$ cat config.mk
export PLATFORM = sky130hd
export DESIGN_NAME = tube_crossfade_dimmer_top
export DESIGN_NICKNAME = d
export VERILOG_FILES = /design/src/rtl/core/tcd_pkg.sv /design/src/rtl/core/tube_crossfade_dimmer_top.sv
export SDC_FILE = /design/constraint.sdc
export NUM_CORES = 1
export LEC_CHECK = 0
export BUFFER_PORTS_ARGS = -buffer_cell sky130_fd_sc_hd__buf_2
export CORE_MARGIN = 8
export CORE_UTILIZATION = 39
export CTS_CLUSTER_DIAMETER = 60
export DETAILED_ROUTE_END_ITERATION = 12
export MAX_ROUTING_LAYER = met4
export PLACE_DENSITY = 0.65
export SETUP_SLACK_MARGIN = 0.15
export SYNTH_ARGS = -nofsm -noshare
export SYNTH_HDL_FRONTEND = slang
export SYNTH_SLANG_ARGS = --single-unit
export TNS_END_PERCENT = 20
$ cat constraint.sdc
create_clock -name clock -period 5.8 [get_ports clock]
set_input_delay 0.58 -clock clock [delete_from_list [all_inputs] [get_ports clock]]
set_output_delay 0.58 -clock clock [all_outputs]
set_load 0.05 [all_outputs]
$ cat src/rtl/core/tcd_pkg.sv
// ----------------------------------------------------------------------------
// tcd_pkg
// Shared codes and field widths for the nixie tube crossfade dimmer.
// ----------------------------------------------------------------------------
package tcd_pkg;

   localparam int CSR_INDEX_W = 3;
   localparam int CSR_DATA_W  = 24;

   localparam logic [CSR_INDEX_W-1:0] REG_GLOBAL_LEVEL = 3'd0;
   localparam logic [CSR_INDEX_W-1:0] REG_TUBE_LEVELS  = 3'd1;
   localparam logic [CSR_INDEX_W-1:0] REG_DOT_LEVEL    = 3'd2;
   localparam logic [CSR_INDEX_W-1:0] REG_FADE_ENABLE  = 3'd3;
   localparam logic [CSR_INDEX_W-1:0] REG_BLANK_ALL    = 3'd4;

   localparam logic OP_FRAME     = 1'b0;
   localparam logic OP_SET_DIGIT = 1'b1;

   localparam logic [3:0] BLANK_CODE     = 4'hf;
   localparam int         FADE_STEP_BITS = 5;

   typedef logic [3:0] level_type;

endpackage

$ cat src/rtl/core/tube_crossfade_dimmer_top.sv
// ----------------------------------------------------------------------------
// tube_crossfade_dimmer_top
// Nixie tube multiplex engine with per-tube dimming, crossfade and dot sharing.
// ----------------------------------------------------------------------------
// Usage:
//   req_* carries one word: a set-digit word (opcode 1) stores a digit code
//   for one tube and gives no response; a frame word (opcode 0) advances the
//   frame phase and gives one rsp_* word with the three shift-register bytes
//   and the decimal point pins.
//   csr_* writes the configuration registers; csr_ready is always high.
//   Write them only while no frame is in flight.
// Timing:
//   A frame word walks the tubes one per cycle through a shared 4x4 level
//   multiplier followed by a fade scaler, then uses the multiplier once more
//   for the dot level before the response is loaded; a frame skips the walk
//   when blank_all is set. req_ready is low while a frame is being worked.
// Reset:
//   Clears digits, fade timers, frame phase and loads the register defaults.
// Stall:
//   The response register holds a finished word; set-digit words and one more
//   frame are still taken, and that frame then waits until the word is taken.
// ----------------------------------------------------------------------------
module tube_crossfade_dimmer_top #(
   parameter int TUBES      = 6,
   parameter int FADE_TICKS = 1023
) (
   input  logic        clock,
   input  logic        reset,

   input  logic        req_valid,
   output logic        req_ready,
   input  logic        req_opcode,
   input  logic [2:0]  req_tube_index,
   input  logic [3:0]  req_digit_value,
   input  logic [6:0]  req_dot_mask,
   input  logic [1:0]  req_edit_pair,

   output logic        rsp_valid,
   input  logic        rsp_ready,
   output logic [23:0] rsp_tube_codes,
   output logic [5:0]  rsp_dot_drive,

   input  logic        csr_valid,
   output logic        csr_ready,
   input  logic [tcd_pkg::CSR_INDEX_W-1:0] csr_index,
   input  logic [tcd_pkg::CSR_DATA_W-1:0]  csr_wdata
);

   localparam int IW   = (TUBES > 1) ? $clog2(TUBES) : 1;
   localparam int CNTW = $clog2(TUBES + 1);
   localparam int TW   = $clog2(FADE_TICKS + 1);
   localparam int HALF = FADE_TICKS / 2;
   localparam int FW   = TW - tcd_pkg::FADE_STEP_BITS;
   localparam int PW   = 4 + FW;

   localparam logic [1:0] ST_IDLE = 2'd0;
   localparam logic [1:0] ST_RUN  = 2'd1;
   localparam logic [1:0] ST_DONE = 2'd2;

   // configuration
   tcd_pkg::level_type global_level_ff;
   logic [23:0]        tube_levels_ff;
   tcd_pkg::level_type dot_level_ff;
   logic [5:0]         fade_enable_ff;
   logic               blank_all_ff;

   // tube state
   logic [3:0]    shown_ff    [TUBES];
   logic [3:0]    previous_ff [TUBES];
   logic [TW-1:0] timer_ff    [TUBES];
   logic [3:0]    phase_ff;

   // sequencer
   logic [1:0]      state_ff, state_in;
   logic [CNTW-1:0] cnt_ff, cnt_in;
   logic [IW-1:0]   cnt_i;

   // frame context
   logic [6:0] dp_ff;
   logic [1:0] edit_ff;
   logic       disp_ff;

   // stage A to stage B
   logic               s_valid_ff;
   logic [IW-1:0]      s_idx_ff;
   tcd_pkg::level_type s_lvl_ff;
   logic [FW-1:0]      s_fade_ff;
   logic               s_use_fade_ff;
   logic               s_edit_show_ff;
   logic [3:0]         s_digit_ff;

   logic [TUBES-1:0][3:0] codes_ff;
   logic [5:0]            dots_ff;

   logic        rsp_valid_ff, out_valid_in, load_out;
   logic [23:0] rsp_codes_ff;
   logic [5:0]  rsp_dots_ff;

   logic req_fire, frame_fire, set_fire, a_act, dot_step;
   logic [3:0] phase_in;

   assign req_ready  = (state_ff == ST_IDLE);
   assign csr_ready  = 1'b1;
   assign req_fire   = req_valid && req_ready;
   assign frame_fire = req_fire && (req_opcode == tcd_pkg::OP_FRAME);
   assign set_fire   = req_fire && (req_opcode == tcd_pkg::OP_SET_DIGIT);
   assign phase_in   = phase_ff + 4'd1;
   assign cnt_i      = cnt_ff[IW-1:0];
   assign a_act      = (state_ff == ST_RUN) && (cnt_ff != CNTW'(TUBES));
   assign dot_step   = (state_ff == ST_RUN) && (cnt_ff == CNTW'(TUBES));

   // shared level multiplier: one tube per step, then the dot level
   logic [5:0]         lvl_shift;
   tcd_pkg::level_type tube_lvl, mul_b;
   logic [7:0]         mul_p;
   tcd_pkg::level_type mul_hi;

   assign lvl_shift = 6'(4 * (TUBES - 1)) - 6'({cnt_i, 2'b00});
   assign tube_lvl  = 4'(tube_levels_ff >> lvl_shift);
   assign mul_b     = a_act ? tube_lvl : dot_level_ff;
   assign mul_p     = global_level_ff * mul_b;
   assign mul_hi    = mul_p[7:4];

   // stage A decode for the current tube
   logic [7:0]    fe8;
   logic          fade_en, use_fade, older;
   logic [TW-1:0] t_cur;
   logic [TW-1:0] fade_full;
   logic          edit_show;

   assign fe8       = 8'(fade_enable_ff);
   assign fade_en   = fe8[3'(TUBES - 1) - 3'(cnt_i)];
   assign t_cur     = timer_ff[cnt_i];
   assign use_fade  = fade_en && (t_cur != '0);
   assign older     = t_cur > TW'(HALF);
   assign fade_full = older ? (t_cur - TW'(HALF)) : (TW'(HALF) - t_cur);
   assign edit_show = (3'(cnt_i >> 1) == 3'(edit_ff - 2'd1)) || (phase_ff < 4'd4);

   // stage B: fade scale and PWM compare
   logic [PW-1:0] fade_p;
   logic [PW-1:0] lvl_b;
   logic          show_b;
   logic [3:0]    code_b;

   assign fade_p = PW'(s_lvl_ff) * PW'(s_fade_ff);
   assign lvl_b  = s_use_fade_ff ? PW'(fade_p[PW-1:4]) : PW'(s_lvl_ff);

   always_comb begin
      show_b = 1'b0;
      if (disp_ff) begin
         if (edit_ff != 2'd0) begin
            show_b = s_edit_show_ff;
         end else begin
            show_b = PW'(phase_ff) <= lvl_b;
         end
      end
      code_b = show_b ? s_digit_ff : tcd_pkg::BLANK_CODE;
   end

   always_comb begin
      state_in     = state_ff;
      cnt_in       = cnt_ff;
      out_valid_in = rsp_valid_ff && !rsp_ready;
      load_out     = 1'b0;
      case (state_ff)
         ST_IDLE: begin
            if (frame_fire) begin
               state_in = blank_all_ff ? ST_DONE : ST_RUN;
               cnt_in   = '0;
            end
         end
         ST_RUN: begin
            if (cnt_ff == CNTW'(TUBES)) begin
               state_in = ST_DONE;
            end else begin
               cnt_in = cnt_ff + CNTW'(1);
            end
         end
         ST_DONE: begin
            if (!rsp_valid_ff || rsp_ready) begin
               load_out     = 1'b1;
               out_valid_in = 1'b1;
               state_in     = ST_IDLE;
            end
         end
         default: begin
            state_in = ST_IDLE;
         end
      endcase
   end

   always_ff @(posedge clock) begin
      if (reset) begin
         state_ff     <= ST_IDLE;
         cnt_ff       <= '0;
         s_valid_ff   <= 1'b0;
         rsp_valid_ff <= 1'b0;
      end else begin
         state_ff     <= state_in;
         cnt_ff       <= cnt_in;
         s_valid_ff   <= a_act;
         rsp_valid_ff <= out_valid_in;
      end
   end

   always_ff @(posedge clock) begin
      if (reset) begin
         global_level_ff <= 4'd15;
         tube_levels_ff  <= 24'hffffff;
         dot_level_ff    <= 4'd15;
         fade_enable_ff  <= 6'd0;
         blank_all_ff    <= 1'b0;
      end else if (csr_valid && csr_ready) begin
         case (csr_index)
            tcd_pkg::REG_GLOBAL_LEVEL: global_level_ff <= csr_wdata[3:0];
            tcd_pkg::REG_TUBE_LEVELS:  tube_levels_ff  <= csr_wdata[23:0];
            tcd_pkg::REG_DOT_LEVEL:    dot_level_ff    <= csr_wdata[3:0];
            tcd_pkg::REG_FADE_ENABLE:  fade_enable_ff  <= csr_wdata[5:0];
            tcd_pkg::REG_BLANK_ALL:    blank_all_ff    <= csr_wdata[0];
            default: ;
         endcase
      end
   end

   // tube state: store digits, count fades down
   always_ff @(posedge clock) begin
      if (reset) begin
         for (int i = 0; i < TUBES; i++) begin
            shown_ff[i]    <= 4'd0;
            previous_ff[i] <= 4'd0;
            timer_ff[i]    <= '0;
         end
         phase_ff <= 4'd0;
      end else begin
         if (frame_fire) begin
            phase_ff <= phase_in;
         end
         if (set_fire && (4'(req_tube_index) < 4'(TUBES))) begin
            if (req_digit_value != shown_ff[req_tube_index[IW-1:0]]) begin
               previous_ff[req_tube_index[IW-1:0]] <= shown_ff[req_tube_index[IW-1:0]];
               shown_ff[req_tube_index[IW-1:0]]    <= req_digit_value;
               timer_ff[req_tube_index[IW-1:0]]    <= TW'(FADE_TICKS);
            end
         end
         if (a_act && disp_ff && (edit_ff == 2'd0) && (t_cur != '0)) begin
            timer_ff[cnt_i] <= t_cur - TW'(1);
         end
      end
   end

   // frame datapath
   always_ff @(posedge clock) begin
      if (frame_fire) begin
         dp_ff    <= req_dot_mask;
         edit_ff  <= req_edit_pair;
         disp_ff  <= (req_dot_mask == 7'd0) || (phase_in[1:0] != 2'd0);
         codes_ff <= {TUBES{tcd_pkg::BLANK_CODE}};
         dots_ff  <= 6'd0;
      end
      if (a_act) begin
         s_idx_ff       <= cnt_i;
         s_lvl_ff       <= mul_hi;
         s_fade_ff      <= FW'(fade_full >> tcd_pkg::FADE_STEP_BITS);
         s_use_fade_ff  <= use_fade;
         s_edit_show_ff <= edit_show;
         s_digit_ff     <= (edit_ff == 2'd0 && use_fade && older) ?
                           previous_ff[cnt_i] : shown_ff[cnt_i];
      end
      if (s_valid_ff) begin
         codes_ff[s_idx_ff] <= code_b;
      end
      if (dot_step) begin
         dots_ff <= (!disp_ff && (phase_ff <= mul_hi)) ? dp_ff[5:0] : 6'd0;
      end
      if (load_out) begin
         rsp_codes_ff <= 24'(32'(codes_ff));
         rsp_dots_ff  <= dots_ff;
      end
   end

   assign rsp_valid      = rsp_valid_ff;
   assign rsp_tube_codes = rsp_codes_ff;
   assign rsp_dot_drive  = rsp_dots_ff;

`ifndef NO_ASSERTIONS
   a_cnt_range: assert property (@(posedge clock) disable iff (reset)
      (state_ff == ST_RUN) |-> (cnt_ff <= CNTW'(TUBES)))
      else $error("tube counter past last step");

   a_stage_in_run: assert property (@(posedge clock) disable iff (reset)
      s_valid_ff |-> (state_ff == ST_RUN))
      else $error("stage B active outside a frame walk");

   a_blank_skip: assert property (@(posedge clock) disable iff (reset)
      (frame_fire && blank_all_ff) |=> (state_ff == ST_DONE))
      else $error("blanked frame did not go straight to output");

   a_load_out: assert property (@(posedge clock) disable iff (reset)
      (state_ff == ST_DONE && (!rsp_valid_ff || rsp_ready))
      |=> (rsp_valid_ff && state_ff == ST_IDLE))
      else $error("finished frame not loaded into output register");
`endif

endmodule
# Word level (Yosys, flattened, before mapping)
# Memory sizes are Yosys's and may differ from the RTL's. A register that Yosys moved wholly into a read port is not among the register bits.
# Cells that the tools add are included.
# classes
add_sub_neg,8
mul,2
order_cmp,8
eq_ne,14
n_shift,1
n_mux,56
n_bitwise,1
n_reduce_logical,41
# op_table
op,n
2-to-1 mux 24 bit,2
2-to-1 mux 3 bit,12
2-to-1 mux 10 bit,3
bitwise mux 24 bit,1
2-to-1 mux 4 bit,6
right shift 24 x 6 -> 4 bit,1
2-to-1 mux 1 bit,20
OR reduction 10 bit,2
2-to-1 mux 6 bit,3
logical AND 1 bit,15
demux 4 bit (select 3 bit),1
"greater-than comparator 10 x 9 -> 1 bit, second input constant",1
AND reduction 2 bit,5
nonzero test 10 bit,1
"subtractor 10 x 1 -> 10 bit, second input constant",1
"subtractor 10 x 9 -> 10 bit, second input constant",1
"subtractor 9 x 10 -> 10 bit, first input constant",1
multiplier 4 x 5 -> 9 bit,1
"< comparator 3 x 4 -> 1 bit, second input constant",2
multiplier 4 x 4 -> 8 bit,1
2-to-1 mux 2 bit,4
nonzero test 2 bit,4
OR reduction 4 bit,2
logical NOT 7 bit,1
30 further kinds,40
# totals
register_bits,137
ram_bits,108
in_bits,49
output_inout_bits,33
memories,3
# mem_list
name,words,word_bits,read_ports,rd_clocked_by_memory_dff,wr,line,rtl
timer_ff,6,10,1,1,6,tube_crossfade_dimmer_top.sv:70,logic [TW-1:0] timer_ff [TUBES];
previous_ff,6,4,1,1,6,tube_crossfade_dimmer_top.sv:69,logic [3:0] previous_ff [TUBES];
shown_ff,6,4,2,1,6,tube_crossfade_dimmer_top.sv:68,logic [3:0] shown_ff [TUBES];

# Longest topological paths before layout
# Gate-level depths: netlist of the first run.
# logic_depth
ltp_word,10
depth_mapped,26
mapped_depth_nobuf,24

# Worst setup path before layout of the first run
# No wires, ideal clock.
# synth_path
path_type,reg2reg
start,reg cnt_ff[0]
end,reg dots_ff[0] (data pin)
setup_ps,139
arrival_ps,4926
setup_slack_ps,735
path_stages_with_launch,25
path_cell_list,dfxtp_1 clkbuf_1 inv_1 ha_1 nand2_1 nand3b_1 o21ai_0 nand2_1 fa_1 fa_1 inv_1 ha_1 nand4_1 o21ba_2 o21bai_1 xnor2_1 ha_1 nor2b_1 o21ai_0 nand2b_1 a21oi_1 a41oi_1 or3_1 clkbuf_1 nor2_1
# synth_via
elab_chain_len,8
# synth_rtl
element,line,rtl
"start, declared",tube_crossfade_dimmer_top.sv:75,"logic [CNTW-1:0] cnt_ff, cnt_in;"
"start signal, assigned",tube_crossfade_dimmer_top.sv:200,cnt_ff <= cnt_in;
subtractor 5 x 5 -> 6 bit or != test 3 bit (tied branches),"tube_crossfade_dimmer_top.sv:118, tube_crossfade_dimmer_top.sv:109",
right shift 24 x 6 -> 4 bit or logical AND 1 bit (tied branches),"tube_crossfade_dimmer_top.sv:119, tube_crossfade_dimmer_top.sv:109",
2-to-1 mux 4 bit,tube_crossfade_dimmer_top.sv:120,assign mul_b = a_act ? tube_lvl : dot_level_ff;
multiplier 4 x 4 -> 8 bit,tube_crossfade_dimmer_top.sv:121,assign mul_p = global_level_ff * mul_b;
<= comparator 4 bit,tube_crossfade_dimmer_top.sv:273,dots_ff <= (!disp_ff && (phase_ff <= mul_hi)) ? dp_ff[5:0] : 6'd0;
logical AND 1 bit,tube_crossfade_dimmer_top.sv:273,
2-to-1 mux 6 bit,tube_crossfade_dimmer_top.sv:273,
2-to-1 mux 6 bit *,tube_crossfade_dimmer_top.sv:272,if (dot_step) begin
"end signal, assigned",tube_crossfade_dimmer_top.sv:273,
"end, declared",tube_crossfade_dimmer_top.sv:93,logic [5:0] dots_ff;
# Mark *: on every way between the ends. The rest lies on a longest branch, timed or not.
# A chain may end at the register's enable or synchronous reset.

# Final worst setup path of the first run
# layout_path
start,reg cnt_ff[1]
end,reg dots_ff[2] (data pin)
# Same word-level chain as after synthesis.

==> results of run 1 <==
[metal layers]
layer	routed length (µm)	vias to the layer above
met5	0	-
met4	664	0
met2	15380	230
li1	-	4247
met3	1611	45
met1	13660	4397
[sequential cells by signal (all words and copies together) (netlist names), 2 cells and up, named ones only]
register         flops
cnt_ff               3
codes_ff            24
dot_level_ff         4
dots_ff              6
dp_ff                6
edit_ff              2
fade_enable_ff       6
global_level_ff      4
phase_ff             4
previous_ff         32
rsp_dot_drive        6
rsp_tube_codes      24
s_digit_ff           4
s_fade_ff            5
s_idx_ff             3
s_lvl_ff             4
shown_ff            32
state_ff             2
timer_ff            80
tube_levels_ff      24
[area by class of cell]
cell class	count	area, µm²
Fill cell	3173	19310
Sequential cell	284	7760
Multi-Input combinational cell	721	5623
Clock buffer	43	860.8
Timing Repair Buffer	108	610.6
Tap cell	461	576.8
Clock inverter	12	221.5
Inverter	47	176.4
Antenna cell	1	2.502
[worst max-delay path by stage]
stage	endpoint	cells after the start	start
6_report	dots_ff[2]$_SDFFCE_PN0P_	18	cnt_ff[1]$_SDFFE_PP0P_
2_1_floorplan	dots_ff[0]$_SDFFCE_PN0P_	24	cnt_ff[0]$_SDFFE_PP0P_
3_5_place_dp	dots_ff[2]$_SDFFCE_PN0P_	21	cnt_ff[1]$_SDFFE_PP0P_
5_1_grt	dots_ff[0]$_SDFFCE_PN0P_	18	cnt_ff[1]$_SDFFE_PP0P_
3_3_place_gp	dots_ff[5]$_SDFFCE_PN0P_	21	cnt_ff[1]$_SDFFE_PP0P_
4_1_cts	dots_ff[2]$_SDFFCE_PN0P_	21	cnt_ff[1]$_SDFFE_PP0P_
[cells in the final DEF, fill, tap and decap left out, types with 7 or more instances in the layout]
cell / instances
nand3_1: 15
nor4_1: 20
a21oi_1: 40
nor2_1: 122
buf_2: 80
nor3_1: 44
a22oi_1: 7
mux2i_1: 58
edfxtp_1: 207
clkbuf_1: 8
mux4_1: 8
xor2_1: 9
o21ai_0: 14
mux2_2: 8
xnor2_1: 15
conb_1: 17
buf_4: 28
o211ai_1: 7
mux4_2: 41
or3_1: 8
clkbuf_16: 31
or2_2: 7
nor2b_1: 17
fa_1: 8
nand2_1: 86
and2_1: 20
nand2b_1: 10
nand4_1: 8
dfxtp_1: 75
ha_1: 38
inv_1: 46
[worst reg2reg max path: stages (launching register included)]
cell and delay (ns):
dfxtp_1 0.32, ha_1 0.37, nor2_1 0.26, a22oi_1 0.11, o21ai_0 0.39, nand2_1 0.16, fa_1 0.53, fa_1 0.56
inv_1 0.05, ha_1 0.27, nand4_1 0.11, o311ai_0 0.56, a21oi_1 0.21, xor2_1 0.18, ha_1 0.30, a21oi_1 0.13
a41oi_1 0.05, or3_1 0.44, nor2_1 0.14
[stage by stage]
step	total power, µW	setup slack (ns)
4_1_cts	5362	0.5059
6_report	5322	0.5156
5_1_grt	5550	0.1755
3_3_place_gp	3258	0.7133
2_1_floorplan	3046	0.7347
3_5_place_dp	3281	0.5592
[kinds of logic (layout without fill, tap and decap cells)]
family,count (synthesis),after routing,synth area share [%]
flip-flops,284,284,56.33
other,2,18,0.05453
AND/OR/NAND/NOR,391,391,13.99
adder cells (fa/ha/maj),46,46,4.615
buffers and inverters,103,210,3.325
AO/OA/AOI/OAI,125,125,6.623
XOR/XNOR,24,24,1.526
multiplexers,118,118,13.54
[power by group through the flow]
stage,clock (µW),combinational [µW],sequential (µW)
global placement,0,873,2380
global route,2190,1000,2350
CTS,2110,904,2340
floorplan,0,664,2380
detailed placement,0,893,2390
finish,2080,897,2340
==> out/metrics.csv, run 1 <==
stage;metric;value;unit
worst_setup_path;Worst setup SP type;flip-flop;
synth;share of flip-flops with an asynchronous set or reset;0;%
drt;Via Count;8919;
clock_network;clk buf depth;3;
place;GPL Wtd Cong;0.8178;
power_and_ir_drop;Clock Power Share;39.1;%
finish;area grow syn2layout;14.95;%
clock_network;clk root buf;clkbuf_16;
finish;Final Instance Area;15830;µm²
power_and_ir_drop;VDD IR max;0.2436;mV
clock_network;H-Tree Depth;1;
synth;share of the yosys chip area belonging to registers;56.33;%
global_route;largest net degree at the start of global routing;40;
worst_setup_path;Reg-to-Reg Start;cnt_ff[1]$_SDFFE_PP0P_;
place;DP HPWL;22070;µm
global_route;GRT Residual Overflow;0;
timing;normalized max-slew margin;37.99;%
timing;Max Slew Vio Count;0;
clock_network;Hold-fix buffers, CTS;0;
global_route;vias in the first global route;9065;
worst_setup_path;R2R setup slack;0.52;ns
clock_network;# clock sinks;284;
synth;share of the synthesized area in the top cell type;45.13;%
global_route;met1 Use GR;19.33;%
timing;final cycle utilization of the critical path;91.11;%
timing;final hold vios;0;
finish;nets@finish;1287;
synth;Avg Synthesized Cell Area;12.60;µm²
worst_setup_path;r2r endpoint;dots_ff[2]$_SDFFCE_PN0P_;
synth;largest area contributor in the netlist;edfxtp_1;
worst_setup_path;CP dominant cell by count;ha_1;
floorplan;num rows;69;
clock_network;clock slew seen by the registers of the worst setup and hold paths;0.06;ns
worst_setup_path;endpoint type of the worst setup path;flip-flop;
worst_setup_path;Slowest Stage Delay on Critical Path;0.56;ns
worst_setup_path;crit-path cells;ha_1 > nor2_1 > a22oi_1 > o21ai_0 > nand2_1 > fa_1 > fa_1 > inv_1 > ha_1 > nand4_1 > o311ai_0 > a21oi_1 > xor2_1 > ha_1 > a21oi_1 > a41oi_1 > or3_1 > nor2_1;
worst_setup_path;Max FO, Critical Path;6;
power_and_ir_drop;Power Density;336.2;nW/µm²
worst_hold_path;hold endpoint;dp_ff[2]$_DFFE_PP_;
drt;WL final;31310;µm
drt;Initial DRC Count;660;
worst_hold_path;hold depth;1;
clock_network;post-CTS sizing;0;
drt;antenna-violating nets left;0;
worst_setup_path;CP required;6.22;ns
drt;Pre-antenna DRT Iters;5;
outcome;status;completed;
worst_setup_path;cell family with most CP delay;adder cells;
timing;final setup fails;0;
worst_setup_path;type of the worst setup path;reg2reg;
synth;Post-synth top cells;edfxtp_1 (207), nor2_1 (123), nand2_1 (86), dfxtp_1 (77), mux2i_1 (58);
power_and_ir_drop;Sw Ratio;25.73;%
worst_setup_path;Slowest-stage cell, CP;fa_1;
worst_setup_path;WP data arrival;5.71;ns
synth;top-count cell post-synth;edfxtp_1;
power_and_ir_drop;Net Switching;1369;µW
timing;Fin Clk Skew;0.01744;ns
synth;Yosys reg bits;284;
synth;Synth Cell Area;13770;µm²
worst_setup_path;cells on worst reg2reg path;18;
synth;Unique masters post-synth;83;
synth;Yosys warnings;0;
worst_setup_path;CP Buf/Inv Count;1;
drt;DRC;0;
clock_network;TritonCTS clock tree;done;
power_and_ir_drop;Cell Int Power;3953;µW
timing;min Tclk post-route;5.284;ns
synth;most used flip-flop cell after synthesis;edfxtp_1;
floorplan;Die X;203.9;µm
floorplan;I/O pin total;82;
synth;top cells by area, synth;edfxtp_1 (45%), dfxtp_1 (11%), mux4_2 (6.7%), mux2i_1 (4.2%), ha_1 (3.5%);
power_and_ir_drop;sequential share of power;44.0;%
synth;Post-synth EDFFs;207;
place;dpl cell area;14750;µm²
floorplan;die area;41580;µm²
floorplan;Die Ht;203.9;µm
timing;RSZ-0062 raised after global routing;no;
finish;post-route insts no fill;1677;
global_route;global routing's busiest layer;met2;
place;port bufs;80;
clock_network;postcts setup bufs;0;
timing;Worst-Margin Slew;0.9204;ns
floorplan;starting density of the core;39.19;%
run;max_cap viols;0;
drt;Avg WL per Cell;18.67;µm
global_route;first-pass GRT wire length;49730;µm
timing;setup TNS;0;ns
synth;Cells after Synth;1093;
clock_network;clock latency on the worst-skew pair;0.58;ns
worst_hold_path;Worst Hold Class;in2reg;
timing;Hold Slack;0.2097;ns
finish;share of layout cells above drive strength 1;20.25;%
drt;vias per cell;5.318;
place;placed insts;1621;
global_route;GRT Total Usage;15.37;%
clock_network;total CTS buffers;30;
floorplan;core footprint;35140;µm²
global_route;met2 GRT Util;25.58;%
power_and_ir_drop;Gate power share;16.8;%
finish;Final Core Density;45.06;%
global_route;antenna violations before repair;0;
power_and_ir_drop;Leak;0.005876;µW
timing;Fmax;0.1892;GHz
global_route;met3 usage in global routing;2.298;%
worst_hold_path;worst min-delay path startpoint;req_dot_mask[2];
No activity file was read; power rests on OpenSTA's default activity.
==> run 2: changes to the inputs <==
--- a/config.mk
+++ b/config.mk
@@ -10,6 +10,8 @@
 export CORE_UTILIZATION = 39
 export CTS_CLUSTER_DIAMETER = 60
 export DETAILED_ROUTE_END_ITERATION = 12
+export GPL_TIMING_DRIVEN = 0
+export HOLD_SLACK_MARGIN = 0.03
 export MAX_ROUTING_LAYER = met4
 export PLACE_DENSITY = 0.65
 export SETUP_SLACK_MARGIN = 0.15
==> run 2 against run 1 <==
Via count grew 2.6%. Global-route usage rose by 0.44 points. Highest routed layer unchanged. Critical path depth up 4. Fmax fell by 0.83%. Register-to-register slack got worse by 0.04 ns.
==> out/metrics.csv, run 2 (synthesized netlist as in run 1, its figures left out) <==
stage;metric;value;unit
outcome;status;completed;
timing;Fin Clk Skew;0.01429;ns
floorplan;Die X;203.9;µm
clock_network;clock latency on the worst-skew pair;0.58;ns
timing;final cycle utilization of the critical path;91.87;%
clock_network;clk buf depth;3;
finish;Largest register FFs;80;
drt;antenna-violating nets left;0;
finish;Regs by FF count;timer_ff (80), previous_ff (32), shown_ff (32);
place;placed insts;1649;
timing;Worst-Margin Slew;1.314;ns
worst_setup_path;worst setup path endpoint;dots_ff[0]$_SDFFCE_PN0P_;
clock_network;# clock sinks;284;
power_and_ir_drop;VDD IR max;0.3155;mV
worst_setup_path;type of the worst setup path;reg2reg;
finish;share of layout cells above drive strength 1;20.06;%
place;port bufs;79;
clock_network;Hold-fix buffers, CTS;0;
global_route;largest net degree at the start of global routing;22;
finish;Most flops, register;timer_ff;
worst_setup_path;endpoint type of the worst setup path;flip-flop;
drt;DRC;0;
global_route;GRT Total Usage;15.81;%
drt;Pre-antenna DRT Iters;5;
place;DP HPWL;23320;µm
global_route;GRT Residual Overflow;0;
timing;normalized max-slew margin;11.45;%
finish;most frequent cells in the layout;edfxtp_1 (207), nor2_1 (123), buf_2 (94);
finish;area grow syn2layout;15.25;%
worst_setup_path;Worst setup SP type;flip-flop;
worst_hold_path;Worst Hold Class;in2reg;
clock_network;TritonCTS clock tree;done;
run;max_cap viols;0;
worst_setup_path;Worst Setup SP;cnt_ff[1]$_SDFFE_PP0P_;
drt;vias per cell;5.356;
finish;Final Instance Area;15870;µm²
timing;Max Slew Vio Count;0;
clock_network;total CTS buffers;31;
worst_setup_path;R2R setup slack;0.47;ns
place;dpl cell area;14820;µm²
global_route;vias in the first global route;9240;
floorplan;die area;41580;µm²
global_route;antenna violations before repair;1;
global_route;first-pass GRT wire length;51030;µm
worst_setup_path;r2r endpoint;dots_ff[0]$_SDFFCE_PN0P_;
drt;WL final;32420;µm
power_and_ir_drop;Leak;0.005873;µW
worst_setup_path;WP data arrival;5.75;ns
finish;commonest non-fill, non-tap cell in the layout;edfxtp_1;
timing;final hold vios;0;
drt;Initial DRC Count;693;
finish;nets@finish;1319;
worst_setup_path;CP required;6.22;ns
drt;Avg WL per Cell;18.98;µm
floorplan;starting density of the core;39.19;%
worst_setup_path;cells on worst reg2reg path;22;
clock_network;H-Tree Depth;1;
timing;final setup fails;0;
timing;Fmax;0.1877;GHz
floorplan;Die Ht;203.9;µm
clock_network;clock slew seen by the registers of the worst setup and hold paths;0.06;ns
worst_setup_path;Max FO, Critical Path;9;
timing;min Tclk post-route;5.329;ns
floorplan;num rows;69;
clock_network;clk root buf;clkbuf_16;
power_and_ir_drop;Power Density;327.5;nW/µm²
drt;Via Count;9148;
floorplan;core footprint;35140;µm²
floorplan;I/O pin total;82;
timing;RSZ-0062 raised after global routing;no;
worst_setup_path;Reg-to-Reg Start;cnt_ff[1]$_SDFFE_PP0P_;
finish;post-route insts no fill;1708;
place;GPL Wtd Cong;0.8371;
==> run 2: changes by cell type in the layout (fill, tap and decap cells not counted), moves of 3 or more <==
cell       before  now
buf_4          28    7
clkinv_2        1    4
buf_1           0    5
buf_2          80   94
clkbuf_1        8   30
buf_6           0    4
inv_6           1    4
clkinv_1        3    6
clkbuf_8        4    1
bufinv_16       6    3
==> run 2: timing repair <==
action | 4_1_cts | 5_1_grt
setup endpoints to repair | 6 | 6
buffers inserted | 0 | 1
pin swaps | 0 | 1
gates resized for setup | 4 | 13
==> run 2: worst min-delay path by stage <==
stage | startpoint | endpoint | slack (ns) | cells after the start
4_1_cts | req_edit_pair[1] | edit_ff[1]$_DFFE_PP_ | 0.17 | 1
2_1_floorplan | dots_ff[0]$_SDFFCE_PN0P_ | rsp_dot_drive[0]$_DFFE_PP_ | 0.40 | 0
3_5_place_dp | dots_ff[4]$_SDFFCE_PN0P_ | rsp_dot_drive[4]$_DFFE_PP_ | 0.41 | 0
5_1_grt | req_edit_pair[1] | edit_ff[1]$_DFFE_PP_ | 0.17 | 1
6_report | req_edit_pair[1] | edit_ff[1]$_DFFE_PP_ | 0.19 | 1
3_3_place_gp | dots_ff[1]$_SDFFCE_PN0P_ | rsp_dot_drive[1]$_DFFE_PP_ | 0.40 | 0
==> run 2: metrics by stage <==
stage	setup TNS, ns	setup slack [ns]	util (%)	hold slack, ns	power (µW)
5_1_grt	0	0.1314	45.17	0.1719	5421
2_1_floorplan	0	0.7347	-	0.4003	3046
4_1_cts	0	0.1595	45.02	0.1665	5225
3_3_place_gp	-2.196	-0.3720	42.12	0.4019	3255
3_5_place_dp	-2.166	-0.3743	42.18	0.4075	3290
6_report	0	0.4713	45.17	0.1879	5198
==> run 2: area by class of cell <==
type | count | area (µm²)
Inverter | 47 | 176.4
Multi-Input combinational cell | 721 | 5639
Tap cell | 461 | 576.8
Sequential cell | 284 | 7761
Buffer | 56 | 295.3
Antenna cell | 1 | 2.502
Clock buffer | 35 | 800.8
Clock inverter | 20 | 191.4
Fill cell | 3204 | 19270
Timing Repair Buffer | 83 | 427.9
==> run 2: per-layer routing <==
metal,up-vias,track usage [%],part of all wire (%)
li1,4307,-,-
met1,4525,19.59,42
met2,256,26.61,50
met3,60,2.219,5.3
met4,0,4.817,2.8
met5,-,-,0
==> run 2: power by group <==
group          internal (µW)  total, µW  leakage (µW)  switching (µW)
clock network           1120       1940      0.000483             818
registers               2280       2340       0.00263            53.1
logic                    381        920       0.00276             538
total                   3790       5200       0.00587            1410
==> run 2: worst max-delay path, stage by stage (launching register included) <==
cell and delay, ns:
dfxtp_1 0.43, buf_6 0.22, mux4_2 0.51, a22oi_1 0.30, o21ai_2 0.13, nand2_1 0.10, fa_1 0.45, fa_1 0.54
inv_1 0.04, ha_1 0.26, nand4_1 0.14, o21ba_2 0.27, o21bai_2 0.17, xnor2_1 0.15, ha_1 0.26, nor2b_1 0.13
o21ai_0 0.14, nand2b_1 0.08, a21oi_1 0.14, a41oi_1 0.05, or3_1 0.35, clkbuf_1 0.19, nor2_1 0.13
==> run 3: changes to the inputs <==
--- a/config.mk
+++ b/config.mk
@@ -7,13 +7,13 @@
 export LEC_CHECK = 0
 export BUFFER_PORTS_ARGS = -buffer_cell sky130_fd_sc_hd__buf_2
 export CORE_MARGIN = 8
-export CORE_UTILIZATION = 39
+export CORE_UTILIZATION = 50
 export CTS_CLUSTER_DIAMETER = 60
 export DETAILED_ROUTE_END_ITERATION = 12
 export GPL_TIMING_DRIVEN = 0
 export HOLD_SLACK_MARGIN = 0.03
 export MAX_ROUTING_LAYER = met4
-export PLACE_DENSITY = 0.65
+export PLACE_DENSITY = 0.78
 export SETUP_SLACK_MARGIN = 0.15
 export SYNTH_ARGS = -nofsm -noshare
 export SYNTH_HDL_FRONTEND = slang
==> run 3 against run 2 <==
Non-clock buffer count down 1. Worst hold slack improved by 0.026 ns. Final area decreased by 0.93%. Power shrank 0.41%. Register-to-register slack worse by 0.02 ns. Global-route usage grew 3.3 points. Fmax decreased by 0.31%. Clock skew increased by 0.0062 ns. Flip-flop and latch count unchanged. Final cell count shrank 7.2%. Critical path type unchanged. Largest cell class unchanged. Largest power group unchanged.
==> out/metrics.csv, run 3 (synthesized netlist as in run 1, its figures left out) <==
stage;metric;value;unit
timing;final setup fails;0;
clock_network;TritonCTS clock tree;done;
drt;Initial DRC Count;863;
clock_network;clk root buf;clkbuf_16;
worst_setup_path;WP data arrival;5.75;ns
clock_network;clock latency on the worst-skew pair;0.56;ns
timing;final cycle utilization of the critical path;92.16;%
floorplan;core footprint;27030;µm²
power_and_ir_drop;Power Total;5177;µW
worst_setup_path;CP required;6.20;ns
clock_network;total CTS buffers;29;
global_route;first-pass GRT wire length;49220;µm
finish;Largest register FFs;80;
place;DP HPWL;22260;µm
global_route;GRT Residual Overflow;0;
finish;Regs by FF count;timer_ff (80), previous_ff (32), shown_ff (32);
floorplan;Die X;182.0;µm
floorplan;die area;33110;µm²
drt;DRC;0;
drt;WL final;31150;µm
finish;nets@finish;1316;
timing;min Tclk post-route;5.345;ns
global_route;met1 Use GR;23.34;%
drt;vias per cell;5.869;
finish;area grow syn2layout;14.17;%
global_route;vias in the first global route;9285;
timing;Fmax;0.1871;GHz
finish;Final Instance Area;15720;µm²
global_route;antenna violations before repair;0;
timing;final hold vios;0;
drt;antenna-violating nets left;0;
timing;Fin Clk Skew;0.02046;ns
global_route;global routing's busiest layer;met2;
floorplan;num rows;60;
drt;Avg WL per Cell;19.65;µm
timing;setup TNS;0;ns
worst_hold_path;Worst Hold Class;in2reg;
clock_network;clock slew seen by the registers of the worst setup and hold paths;0.06;ns
timing;Max Slew Vio Count;0;
power_and_ir_drop;Leak;0.005869;µW
timing;normalized max-slew margin;11.40;%
floorplan;I/O pin total;82;
place;dpl cell area;14680;µm²
worst_setup_path;type of the worst setup path;reg2reg;
place;port bufs;79;
clock_network;clk buf depth;3;
global_route;GRT Total Usage;19.07;%
finish;share of layout cells above drive strength 1;20.18;%
timing;RSZ-0062 raised after global routing;no;
clock_network;# clock sinks;284;
timing;Worst-Margin Slew;1.315;ns
outcome;status;completed;
clock_network;H-Tree Depth;1;
finish;commonest non-fill, non-tap cell in the layout;edfxtp_1;
finish;Final Core Density;58.18;%
global_route;met3 usage in global routing;3.653;%
worst_setup_path;endpoint type of the worst setup path;flip-flop;
finish;most frequent cells in the layout;edfxtp_1 (207), nor2_1 (123), buf_2 (93);
global_route;largest net degree at the start of global routing;22;
floorplan;Die Ht;182.0;µm
worst_setup_path;Max FO, Critical Path;9;
finish;diode count;0;
global_route;met2 GRT Util;31.49;%
floorplan;starting density of the core;50.96;%
finish;Most flops, register;timer_ff;
run;max_cap viols;0;
drt;Via Count;9302;
place;GPL Wtd Cong;0.8750;
power_and_ir_drop;Power Density;329.2;nW/µm²
worst_setup_path;Worst setup SP type;flip-flop;
power_and_ir_drop;VDD IR max;0.2386;mV
drt;Pre-antenna DRT Iters;7;
## run 3: cell count changes in the layout (fill, tap and decap cells not counted), sizes merged
cell	previous run	this run
bufinv	3	5
clkinv	11	9
inv	51	50
clkinvlp	2	3
clkbuf	62	60
diode	1	0
## run 3: critical path, stage by stage (launching register included)
cell and delay, ns:
dfxtp_1 0.41, buf_4 0.27, mux4_2 0.52, a22oi_1 0.27, o21ai_2 0.10, nand2_1 0.09
fa_1 0.45, fa_1 0.54, inv_1 0.04, ha_1 0.27, nand4_1 0.13, o21ba_2 0.27
o21bai_2 0.16, xnor2_1 0.15, ha_1 0.26, nor2b_1 0.13, o21ai_0 0.18, nand2b_1 0.08
a21oi_1 0.15, a41oi_1 0.05, or3_1 0.36, buf_1 0.19, nor2_1 0.12
## run 3: what timing repair did
action,CTS,global route
hold buffers,0,0
resized for setup,5,13
buffers inserted,0,1
endpoints found under the setup margin,6,6
pin swaps,0,2
## run 3: final timing paths
kind                                               start                    endpoint  cells after the start  slack, ns
worst max-delay path              cnt_ff[1]$_SDFFE_PP0P_    dots_ff[5]$_SDFFCE_PN0P_                     22       0.45
worst min-delay path                    req_edit_pair[0]        edit_ff[0]$_DFFE_PP_                      1       0.21
worst max register to register    cnt_ff[1]$_SDFFE_PP0P_    dots_ff[5]$_SDFFCE_PN0P_                     22       0.45
worst min register to register  dots_ff[5]$_SDFFCE_PN0P_  rsp_dot_drive[5]$_DFFE_PP_                      0       0.42
## run 3: cell type report
cell class / instances / area, µm²
buffer: 56 / 291.5
inverter: 47 / 176.4
timing repair buffer: 82 / 435.4
sequential: 284 / 7761
clock buffer: 34 / 744.5
fill: 2171 / 11300
tap: 341 / 426.7
multi-input combinational: 721 / 5647
clock inverter: 20 / 241.5
## run 3: where the power goes
| group | switching [µW] | total (µW) | internal, µW |
|---|---|---|---|
| Combinational | 541 | 925 | 384 |
| Clock | 770 | 1910 | 1140 |
| Sequential | 53.2 | 2340 | 2280 |
## run 3: stage by stage
stage               hold slack, ns  cells  setup WS [ns]
global placement            0.4009   1528        -0.2431
floorplan                   0.4003   1108         0.7347
detailed placement          0.4045   1529        -0.5115
global route                0.1999   1585         0.1225
finish                      0.2139   1585         0.4548
CTS                         0.1937   1583         0.2080
## run 3: per-layer routing
metal  vias up  part of all wire [%]
met5         -                     0
met2       378                    48
met4         0                   3.1
li1       4304                     -
met3        75                   7.9
met1      4545                    41
